==> config.mk <==
export PLATFORM = sky130hd
export DESIGN_NAME = hsv_to_rgb_converter_top
export DESIGN_NICKNAME = d
export VERILOG_FILES = /design/src/rtl/hsvrgb_pkg.sv /design/src/rtl/hsv_to_rgb_converter_top.sv /design/src/rtl/hsvrgb_hue_split.sv /design/src/rtl/hsvrgb_chan_calc.sv
export SDC_FILE = /design/constraint.sdc
export NUM_CORES = 2
export LEC_CHECK = 0
export BUFFER_PORTS_ARGS = -buffer_cell sky130_fd_sc_hd__buf_2
export CORE_ASPECT_RATIO = 1.2
export CORE_MARGIN = 5
export CORE_UTILIZATION = 60
export CTS_CLUSTER_DIAMETER = 40
export DETAILED_ROUTE_END_ITERATION = 10
export GPL_TIMING_DRIVEN = 0
export PLACE_DENSITY = 0.76
export SLEW_MARGIN = 0
export SYNTH_ARGS = -nofsm -noshare
export SYNTH_HDL_FRONTEND = slang
export SYNTH_SLANG_ARGS = --single-unit
export TNS_END_PERCENT = 1
==> constraint.sdc <==
create_clock -name i_clk -period 7 [get_ports i_clk]
set_clock_uncertainty 0.2 [all_clocks]
set_input_delay 0.35 -clock i_clk [delete_from_list [all_inputs] [get_ports i_clk]]
set_output_delay 0.35 -clock i_clk [all_outputs]
set_load 0.02 [all_outputs]
==> src/rtl/hsvrgb_pkg.sv <==
`timescale 1ns / 1ps
// ----------------------------------------------------------------------------
// hsvrgb_pkg
// Shared types and fixed constants of the hsv to rgb conversion pipeline.
// ----------------------------------------------------------------------------
package hsvrgb_pkg;

    // fixed field widths
    localparam int unsigned HUE_W = 13;
    localparam int unsigned CH_W  = 8;

    // color space constants
    localparam int unsigned FULL_SCALE = 255;
    localparam int unsigned SECTOR_DEG = 60;
    localparam int unsigned TURN_DEG   = 360;

    // pipeline stage map
    localparam int unsigned NSTG    = 5;
    localparam int unsigned ST_HMOD = 0;
    localparam int unsigned ST_SEC  = 1;
    localparam int unsigned ST_NUM  = 2;
    localparam int unsigned ST_PROD = 3;
    localparam int unsigned ST_RCP  = 4;

    // divide by 255*60*2^frac: drop 2^(frac+2), then divide by 3825
    localparam int unsigned PRE_SHIFT = 2;
    localparam int unsigned DIV_C     = FULL_SCALE * SECTOR_DEG / (1 << PRE_SHIFT);
    // largest quotient input: 255*255*15 fits in 20 bits
    localparam int unsigned Z_W       = 20;

    // reciprocal of DIV_C, exact for every Z_W-bit dividend
    localparam int unsigned     RECIP_SHIFT = 32;
    localparam int unsigned     RECIP_W     = 21;
    localparam longint unsigned RECIP_L     =
        ((64'd1 << RECIP_SHIFT) + 64'(DIV_C) - 64'd1) / 64'(DIV_C);
    localparam logic [RECIP_W-1:0] RECIP    = RECIP_W'(RECIP_L);

    // hue sectors, 60 degrees each
    typedef enum logic [2:0] {
        SEC_RED     = 3'd0,
        SEC_YELLOW  = 3'd1,
        SEC_GREEN   = 3'd2,
        SEC_CYAN    = 3'd3,
        SEC_BLUE    = 3'd4,
        SEC_MAGENTA = 3'd5
    } t_sector;

    // per-stage load enables
    typedef struct packed {
        logic [NSTG-1:0] en;
    } t_pipe_ctl;

endpackage

==> src/rtl/hsv_to_rgb_converter_top.sv <==
`timescale 1ns / 1ps
// ----------------------------------------------------------------------------
// hsv_to_rgb_converter_top
// HSV to 8-bit RGB pixel converter, five-stage pipeline.
// ----------------------------------------------------------------------------
// Usage:
//   Input channel i_valid / o_stall carries one pixel word (hue, saturation,
//   brightness); a word is taken on a clock edge with i_valid high and o_stall
//   low. Output channel o_valid / i_stall carries one rgb word per pixel.
//   A word passes through the pipeline register stages (hue wrap, sector
//   split, numerator multiply, value multiply, reciprocal multiply) before
//   o_valid rises. Throughput is one pixel per cycle while the receiver does
//   not stall; each stage takes a new word every cycle when it is empty or
//   the next stage moves.
//   When the receiver stalls, the last stage holds its word and stalls fill
//   backward one stage at a time; empty stages keep accepting, so o_stall rises
//   only when every stage holds a word. No word is lost or repeated.
//   Synchronous active-low reset empties the pipeline; payload registers are
//   not cleared. Hue of a full turn or more wraps; zero saturation gives grey.
// ----------------------------------------------------------------------------
module hsv_to_rgb_converter_top import hsvrgb_pkg::*; #(
    parameter int unsigned HUE_FRAC_BITS = 4
) (
    input  logic             i_clk,
    input  logic             i_rst_n,
    input  logic             i_valid,
    output logic             o_stall,
    input  logic [HUE_W-1:0] i_hue,
    input  logic [CH_W-1:0]  i_saturation,
    input  logic [CH_W-1:0]  i_brightness,
    output logic             o_valid,
    input  logic             i_stall,
    output logic [CH_W-1:0]  o_red,
    output logic [CH_W-1:0]  o_green,
    output logic [CH_W-1:0]  o_blue
);

    localparam int unsigned SW  = SECTOR_DEG << HUE_FRAC_BITS;
    localparam int unsigned K_W = $clog2(SW + 1);

    t_pipe_ctl       ctl;
    logic [NSTG-1:0] r_vld;
    logic [CH_W-1:0] r_sat  [0:ST_SEC];
    logic [CH_W-1:0] r_bri  [0:NSTG-1];
    logic            r_zero [0:NSTG-1];
    t_sector         r_sec  [ST_SEC+1:NSTG-1];
    t_sector         sector;
    logic [K_W-1:0]  kq;
    logic [K_W-1:0]  kt;
    logic [CH_W-1:0] ch_p;
    logic [CH_W-1:0] ch_q;
    logic [CH_W-1:0] ch_t;

    // stage enables: a stage loads when empty or when the next one moves
    always_comb begin
        ctl.en[NSTG-1] = !r_vld[NSTG-1] || !i_stall;
        for (int i = NSTG - 2; i >= 0; i--) begin
            ctl.en[i] = !r_vld[i] || ctl.en[i+1];
        end
    end

    assign o_stall = !ctl.en[0];
    assign o_valid = r_vld[NSTG-1];

    // valid bits travel with the words
    always_ff @(posedge i_clk) begin
        if (!i_rst_n) begin
            r_vld <= '0;
        end else begin
            if (ctl.en[0]) begin
                r_vld[0] <= i_valid;
            end
            for (int i = 1; i < NSTG; i++) begin
                if (ctl.en[i]) begin
                    r_vld[i] <= r_vld[i-1];
                end
            end
        end
    end

    // side band: saturation, brightness, grey flag, sector
    always_ff @(posedge i_clk) begin
        if (ctl.en[0]) begin
            r_sat[0]  <= i_saturation;
            r_bri[0]  <= i_brightness;
            r_zero[0] <= (i_saturation == '0);
        end
        for (int i = 1; i <= ST_SEC; i++) begin
            if (ctl.en[i]) begin
                r_sat[i] <= r_sat[i-1];
            end
        end
        for (int i = 1; i < NSTG; i++) begin
            if (ctl.en[i]) begin
                r_bri[i]  <= r_bri[i-1];
                r_zero[i] <= r_zero[i-1];
            end
        end
        if (ctl.en[ST_SEC+1]) begin
            r_sec[ST_SEC+1] <= sector;
        end
        for (int i = ST_SEC + 2; i < NSTG; i++) begin
            if (ctl.en[i]) begin
                r_sec[i] <= r_sec[i-1];
            end
        end
    end

    // hue wrap and sector split
    hsvrgb_hue_split #(
        .HUE_FRAC_BITS(HUE_FRAC_BITS)
    ) u_hue_split (
        .i_clk    (i_clk),
        .i_ctl    (ctl),
        .i_hue    (i_hue),
        .o_sector (sector),
        .o_kq     (kq),
        .o_kt     (kt)
    );

    // p channel: full sector width
    hsvrgb_chan_calc #(
        .HUE_FRAC_BITS(HUE_FRAC_BITS)
    ) u_chan_p (
        .i_clk (i_clk),
        .i_ctl (ctl),
        .i_sat (r_sat[ST_SEC]),
        .i_bri (r_bri[ST_SEC]),
        .i_k   (K_W'(SW)),
        .o_ch  (ch_p)
    );

    // q channel: remainder
    hsvrgb_chan_calc #(
        .HUE_FRAC_BITS(HUE_FRAC_BITS)
    ) u_chan_q (
        .i_clk (i_clk),
        .i_ctl (ctl),
        .i_sat (r_sat[ST_SEC]),
        .i_bri (r_bri[ST_SEC]),
        .i_k   (kq),
        .o_ch  (ch_q)
    );

    // t channel: width minus remainder
    hsvrgb_chan_calc #(
        .HUE_FRAC_BITS(HUE_FRAC_BITS)
    ) u_chan_t (
        .i_clk (i_clk),
        .i_ctl (ctl),
        .i_sat (r_sat[ST_SEC]),
        .i_bri (r_bri[ST_SEC]),
        .i_k   (kt),
        .o_ch  (ch_t)
    );

    // six-sector placement, grey when saturation is zero
    always_comb begin
        unique case (r_sec[NSTG-1])
            SEC_RED: begin
                o_red = r_bri[NSTG-1]; o_green = ch_t; o_blue = ch_p;
            end
            SEC_YELLOW: begin
                o_red = ch_q; o_green = r_bri[NSTG-1]; o_blue = ch_p;
            end
            SEC_GREEN: begin
                o_red = ch_p; o_green = r_bri[NSTG-1]; o_blue = ch_t;
            end
            SEC_CYAN: begin
                o_red = ch_p; o_green = ch_q; o_blue = r_bri[NSTG-1];
            end
            SEC_BLUE: begin
                o_red = ch_t; o_green = ch_p; o_blue = r_bri[NSTG-1];
            end
            default: begin
                o_red = r_bri[NSTG-1]; o_green = ch_p; o_blue = ch_q;
            end
        endcase
        if (r_zero[NSTG-1]) begin
            o_red   = r_bri[NSTG-1];
            o_green = r_bri[NSTG-1];
            o_blue  = r_bri[NSTG-1];
        end
    end

endmodule

==> src/rtl/hsvrgb_hue_split.sv <==
`timescale 1ns / 1ps
// ----------------------------------------------------------------------------
// hsvrgb_hue_split
// Two pipeline stages: wrap hue into one turn, then split it into a sector
// and the offsets used for the q and t channels.
// ----------------------------------------------------------------------------
module hsvrgb_hue_split import hsvrgb_pkg::*; #(
    parameter int unsigned HUE_FRAC_BITS = 4
) (
    input  logic                                   i_clk,
    input  t_pipe_ctl                              i_ctl,
    input  logic [HUE_W-1:0]                       i_hue,
    output t_sector                                o_sector,
    output logic [$clog2((SECTOR_DEG << HUE_FRAC_BITS) + 1)-1:0] o_kq,
    output logic [$clog2((SECTOR_DEG << HUE_FRAC_BITS) + 1)-1:0] o_kt
);

    localparam int unsigned SW         = SECTOR_DEG << HUE_FRAC_BITS;
    localparam int unsigned FT         = TURN_DEG << HUE_FRAC_BITS;
    localparam int unsigned HUE_MAX    = (1 << HUE_W) - 1;
    localparam int          WRAP_STEPS = $clog2(HUE_MAX / FT + 1);
    localparam int unsigned K_W        = $clog2(SW + 1);

    logic [HUE_W-1:0] n_h;
    logic [HUE_W-1:0] r_h;
    logic [HUE_W-1:0] n_rm;
    logic [2:0]       n_q;
    t_sector          r_sector;
    logic [K_W-1:0]   r_kq;
    logic [K_W-1:0]   r_kt;

    // wrap modulo a full turn by restoring subtraction
    always_comb begin
        n_h = i_hue;
        for (int j = WRAP_STEPS - 1; j >= 0; j--) begin
            if (32'(n_h) >= (FT << j)) begin
                n_h = n_h - HUE_W'(FT << j);
            end
        end
    end

    always_ff @(posedge i_clk) begin
        if (i_ctl.en[ST_HMOD]) begin
            r_h <= n_h;
        end
    end

    // sector quotient and remainder, three quotient bits
    always_comb begin
        n_rm = r_h;
        n_q  = '0;
        for (int j = 2; j >= 0; j--) begin
            if (32'(n_rm) >= (SW << j)) begin
                n_rm   = n_rm - HUE_W'(SW << j);
                n_q[j] = 1'b1;
            end
        end
    end

    always_ff @(posedge i_clk) begin
        if (i_ctl.en[ST_SEC]) begin
            r_sector <= t_sector'(n_q);
            r_kq     <= K_W'(n_rm);
            r_kt     <= K_W'(SW) - K_W'(n_rm);
        end
    end

    assign o_sector = r_sector;
    assign o_kq     = r_kq;
    assign o_kt     = r_kt;

endmodule

==> src/rtl/hsvrgb_chan_calc.sv <==
`timescale 1ns / 1ps
// ----------------------------------------------------------------------------
// hsvrgb_chan_calc
// Three pipeline stages computing floor(v * (1 - s*k/width)) scaled to 8 bits:
// numerator, product with value, reciprocal divide.
// ----------------------------------------------------------------------------
module hsvrgb_chan_calc import hsvrgb_pkg::*; #(
    parameter int unsigned HUE_FRAC_BITS = 4
) (
    input  logic                                   i_clk,
    input  t_pipe_ctl                              i_ctl,
    input  logic [CH_W-1:0]                        i_sat,
    input  logic [CH_W-1:0]                        i_bri,
    input  logic [$clog2((SECTOR_DEG << HUE_FRAC_BITS) + 1)-1:0] i_k,
    output logic [CH_W-1:0]                        o_ch
);

    localparam int unsigned SW        = SECTOR_DEG << HUE_FRAC_BITS;
    localparam int unsigned SCALE_NUM = FULL_SCALE * SW;
    localparam int unsigned NUM_W     = $clog2(SCALE_NUM + 1);
    localparam int unsigned PROD_W    = CH_W + NUM_W;
    localparam int unsigned RCP_PW    = Z_W + RECIP_W;

    logic [NUM_W-1:0]  n_num;
    logic [NUM_W-1:0]  r_num;
    logic [CH_W-1:0]   r_bri;
    logic [PROD_W-1:0] n_prod;
    logic [Z_W-1:0]    r_z;
    logic [RCP_PW-1:0] n_rcp;
    logic [CH_W-1:0]   r_ch;

    // numerator: full scale minus s*k
    assign n_num = NUM_W'(SCALE_NUM) - NUM_W'(i_sat) * NUM_W'(i_k);

    always_ff @(posedge i_clk) begin
        if (i_ctl.en[ST_NUM]) begin
            r_num <= n_num;
            r_bri <= i_bri;
        end
    end

    // product with value, drop the power of two part of the divisor
    assign n_prod = PROD_W'(r_bri) * PROD_W'(r_num);

    always_ff @(posedge i_clk) begin
        if (i_ctl.en[ST_PROD]) begin
            r_z <= Z_W'(n_prod >> (HUE_FRAC_BITS + PRE_SHIFT));
        end
    end

    // divide by the odd part through the reciprocal
    assign n_rcp = RCP_PW'(r_z) * RCP_PW'(RECIP);

    always_ff @(posedge i_clk) begin
        if (i_ctl.en[ST_RCP]) begin
            r_ch <= n_rcp[RECIP_SHIFT +: CH_W];
        end
    end

    assign o_ch = r_ch;

endmodule

==> impl_metrics.csv <==
group,metric,value,unit
worst_setup_path,endpoint,"u_chan_q.r_z[19]",
die,fp.dieW,245.7,microns
worst_setup_path,path_max_fanout,10,
routing,wl,85700,microns
synth,synth-seq-cells,241,
clocking,cts_buffers,41,
clocking,clock_latency,0.59,ns
die,std_cell_rows,103,
die,initial_core_util,0.6061,
run_status,status,"complete, no violations",
clocking,cts_tree,"yes",
global_routing,grt_pass1_wl,144500,microns
worst_setup_path,cpMostUsedCell,"fa_1",
clocking,cts-root-buf,"clkbuf_16",
timing,rsz0062_at_grt,"no",
routing,avgViaCountPerCell,5.444,
die,fp.dieH,292.8,microns
worst_setup_path,r2r_slack,0.28,ns
timing,fmax,148.9,MHz
timing,fin_setup_tns,0,ns
die,ios,59,
placement,placed_cell_area,41480,sq um
synth,synth_flop_cell,"edfxtp_1",
finish,synthToLayoutAreaGrowth,8.122,%
timing,post-route-min-period,6.717,ns
timing,relSlewSlack,0.3171,
synth,async_flop_share,0,
worst_setup_path,cpPeakStageDelay,0.59,ns
synth,avgSynthCellArea,9.966,sq um
finish,final_area,43240,sq um
synth,synth_edf_count,236,
job,maxCapViolCount,0,
placement,place_congestion,0.9492,
synth,synth_seq_area_share,0.1797,
worst_setup_path,cp-start-kind,"flop",
clocking,path_clk_slew,0.06,ns
synth,syn_area,39990,sq um
worst_setup_path,crit_type,"flop to flop",
worst_setup_path,arrival,6.82,ns
timing,post-route-period-util,0.9596,
routing,post_drt_wl_per_cell,16.88,microns
clocking,clk_path_buf_depth,3,
clocking,cts.sink_count,241,
routing,vias,27640,
die,dieArea,71940,sq um
synth,synth_fp_nets,5338,
worst_setup_path,r2r-end,"u_chan_q.r_z[19]",
worst_setup_path,cp_slowest_cell,"fa_1",
worst_setup_path,required,7.10,ns
synth,synth_cell_types,75,
timing,drv_slew,0,
die,coreArea,65980,sq um
synth,synth_warnings,0,
routing,drtPass1Iterations,6,
global_routing,antenna_found_initial,1,
timing,tightestPinTransition,1.015,ns
global_routing,grtUsageTotal,0.2470,
finish,drive_above_1_share,0.03753,
worst_setup_path,r2r_start,"u_chan_t.r_bri[2]",
global_routing,grt_overflow,0,
timing,finalHoldViolCount,0,
clocking,cts_setup_buffers,0,
worst_setup_path,end_kind,"flop",
routing,drt_iter0_markers,1373,
routing,drcViolationCount,0,
worst_setup_path,r2r_cells,20,
timing,setup_viol,0,
placement,dp_hpwl,71410,microns
hold_path,hp-class,"flop to flop",
worst_setup_path,crit_path_start,"u_chan_t.r_bri[2]",
routing,drtAntennaViolNets,0,
clocking,htreeDepth,2,
synth,synthCells,4013,
global_routing,first_global_vias,29600,
finish,nets,5475,
global_routing,grt_max_degree,69,
placement,numPortBuffers,58,
worst_setup_path,crit_chain,"clkbuf_1 > buf_1 > nand2_1 > fa_1 > inv_1 > fa_1 > fa_1 > inv_1 > fa_1 > inv_1 > ha_1 > o21a_1 > o21a_1 > a221o_1 > a21oi_1 > o21a_1 > o21ai_1 > nor4_1 > nor3_1 > xnor2_1",
[synth_stat cells, types with 13 or more instances]
master	count	area (sq um)
mux2i_1	40	400.4
nand2_1	301	1130
o21a_1	30	225.2
nor2b_1	14	87.58
and2_1	312	1952
ha_1	725	9071
nand4_1	13	81.33
nand3_1	30	150.1
xnor2_1	73	639.4
a21o_1	31	232.7
nand2b_1	14	87.58
o21ai_0	70	350.3
a21oi_1	74	370.4
edfxtp_1	236	7087
inv_1	987	3705
fa_1	567	11350
clkbuf_1	69	259.0
nor2_1	109	409.1
nor3_1	51	255.2
a21boi_0	13	97.59
xor2_1	42	367.9
[metal layers]
metal,GRT usage,vias to the layer above,part of all wire
met2,0.4368,802,0.50
met3,0.03313,254,0.055
met1,0.3067,13510,0.40
li1,-,13070,-
met5,0,-,0.00015
met4,0.1004,2,0.048
[how the worst min path moves through the flow]
stage | startpoint | to | slack, ns | depth (start not counted)
after floorplan | r_bri[0][2] | r_bri[0][10] | 0.20 | 0
after global placement | r_bri[0][7] | r_bri[0][15] | 0.20 | 0
after detailed placement | r_sat[0][5] | r_sat[0][13] | 0.20 | 0
after CTS | r_bri[0][28] | r_bri[0][36] | 0.21 | 0
after global routing | r_bri[0][29] | r_bri[0][37] | 0.23 | 0
final | r_bri[0][28] | r_bri[0][36] | 0.21 | 0
[through the flow]
stage,setup WS [ns],hold WS [ns],cells,util
after floorplan,1.617,0.2003,4013,-
after global placement,0.3926,0.2006,4963,0.6274
after detailed placement,0.3163,0.2045,4966,0.6286
after CTS,0.2571,0.2140,5075,0.6553
after global routing,0.001617,0.2295,5075,0.6553
final,0.2826,0.2115,5076,0.6553
[kinds of logic after synthesis]
| group | Yosys count | synth area share |
|---|---|---|
| AND/OR/NAND/NOR | 904 | 0.1144 |
| AO/OA/AOI/OAI | 354 | 0.05966 |
| flip-flops | 241 | 0.1797 |
| XOR/XNOR | 115 | 0.02518 |
| buffers and inverters | 1067 | 0.1004 |
| multiplexers | 40 | 0.01001 |
| adder cells (fa/ha/maj) | 1292 | 0.5106 |
[flip-flops by register name, indices dropped and copies added (netlist names), 9 cells and up]
| signal | count |
|---|---|
| r_sat | 16 |
| u_chan_q.r_num | 18 |
| u_chan_p.r_num | 12 |
| r_sec | 9 |
| u_chan_t.r_num | 17 |
| r_bri | 32 |
| u_chan_q.r_z | 20 |
| u_hue_split.o_kt | 10 |
| u_chan_p.r_z | 20 |
| u_hue_split.o_kq | 9 |
| u_hue_split.r_h | 13 |
| u_chan_t.r_z | 20 |
[cell usage in the layout, fill, tap and decap left out, types with 29 or more instances in the layout]
master,netlist,final
a21o_1,31,31
a21oi_1,74,74
and2_1,312,312
buf_2,2,60
clkbuf_1,69,70
clkbuf_16,0,41
dlygate4sd3_1,0,33
edfxtp_1,236,236
fa_1,567,567
ha_1,725,725
inv_1,987,985
mux2i_1,40,40
nand2_1,301,299
nand3_1,30,29
nor2_1,109,109
nor3_1,51,51
o21a_1,30,30
o21ai_0,70,70
xnor2_1,73,73
xor2_1,42,42
[cell type report]
type | instances | area, sq um
Clock inverter | 32 | 390.4
Sequential cell | 241 | 7187
Fill cell | 5171 | 22740
Timing Repair Buffer | 94 | 688.2
Tap cell | 892 | 1116
Multi-Input combinational cell | 2705 | 28800
Antenna cell | 1 | 2.502
Buffer | 77 | 300.3
Clock buffer | 44 | 1037
Inverter | 990 | 3719
[repair_timing]
action	in CTS	in global routing
hold endpoints to repair	35	0
gates resized for setup	0	3
hold buffers	33	0
setup endpoints to repair	0	1
[critical path, delay by kind of cell (launching register included)]
family | cells | cell delay [ns]
fa+ha+maj | 5 | 2.38
compound gates | 6 | 1.54
buf+inv | 5 | 1.12
flops | 1 | 0.56
simple gates | 3 | 0.49
xor+xnor | 1 | 0.13
Power is not shown: default switching activity piles up to over one toggle a cycle in this logic, so the estimate is an artifact.
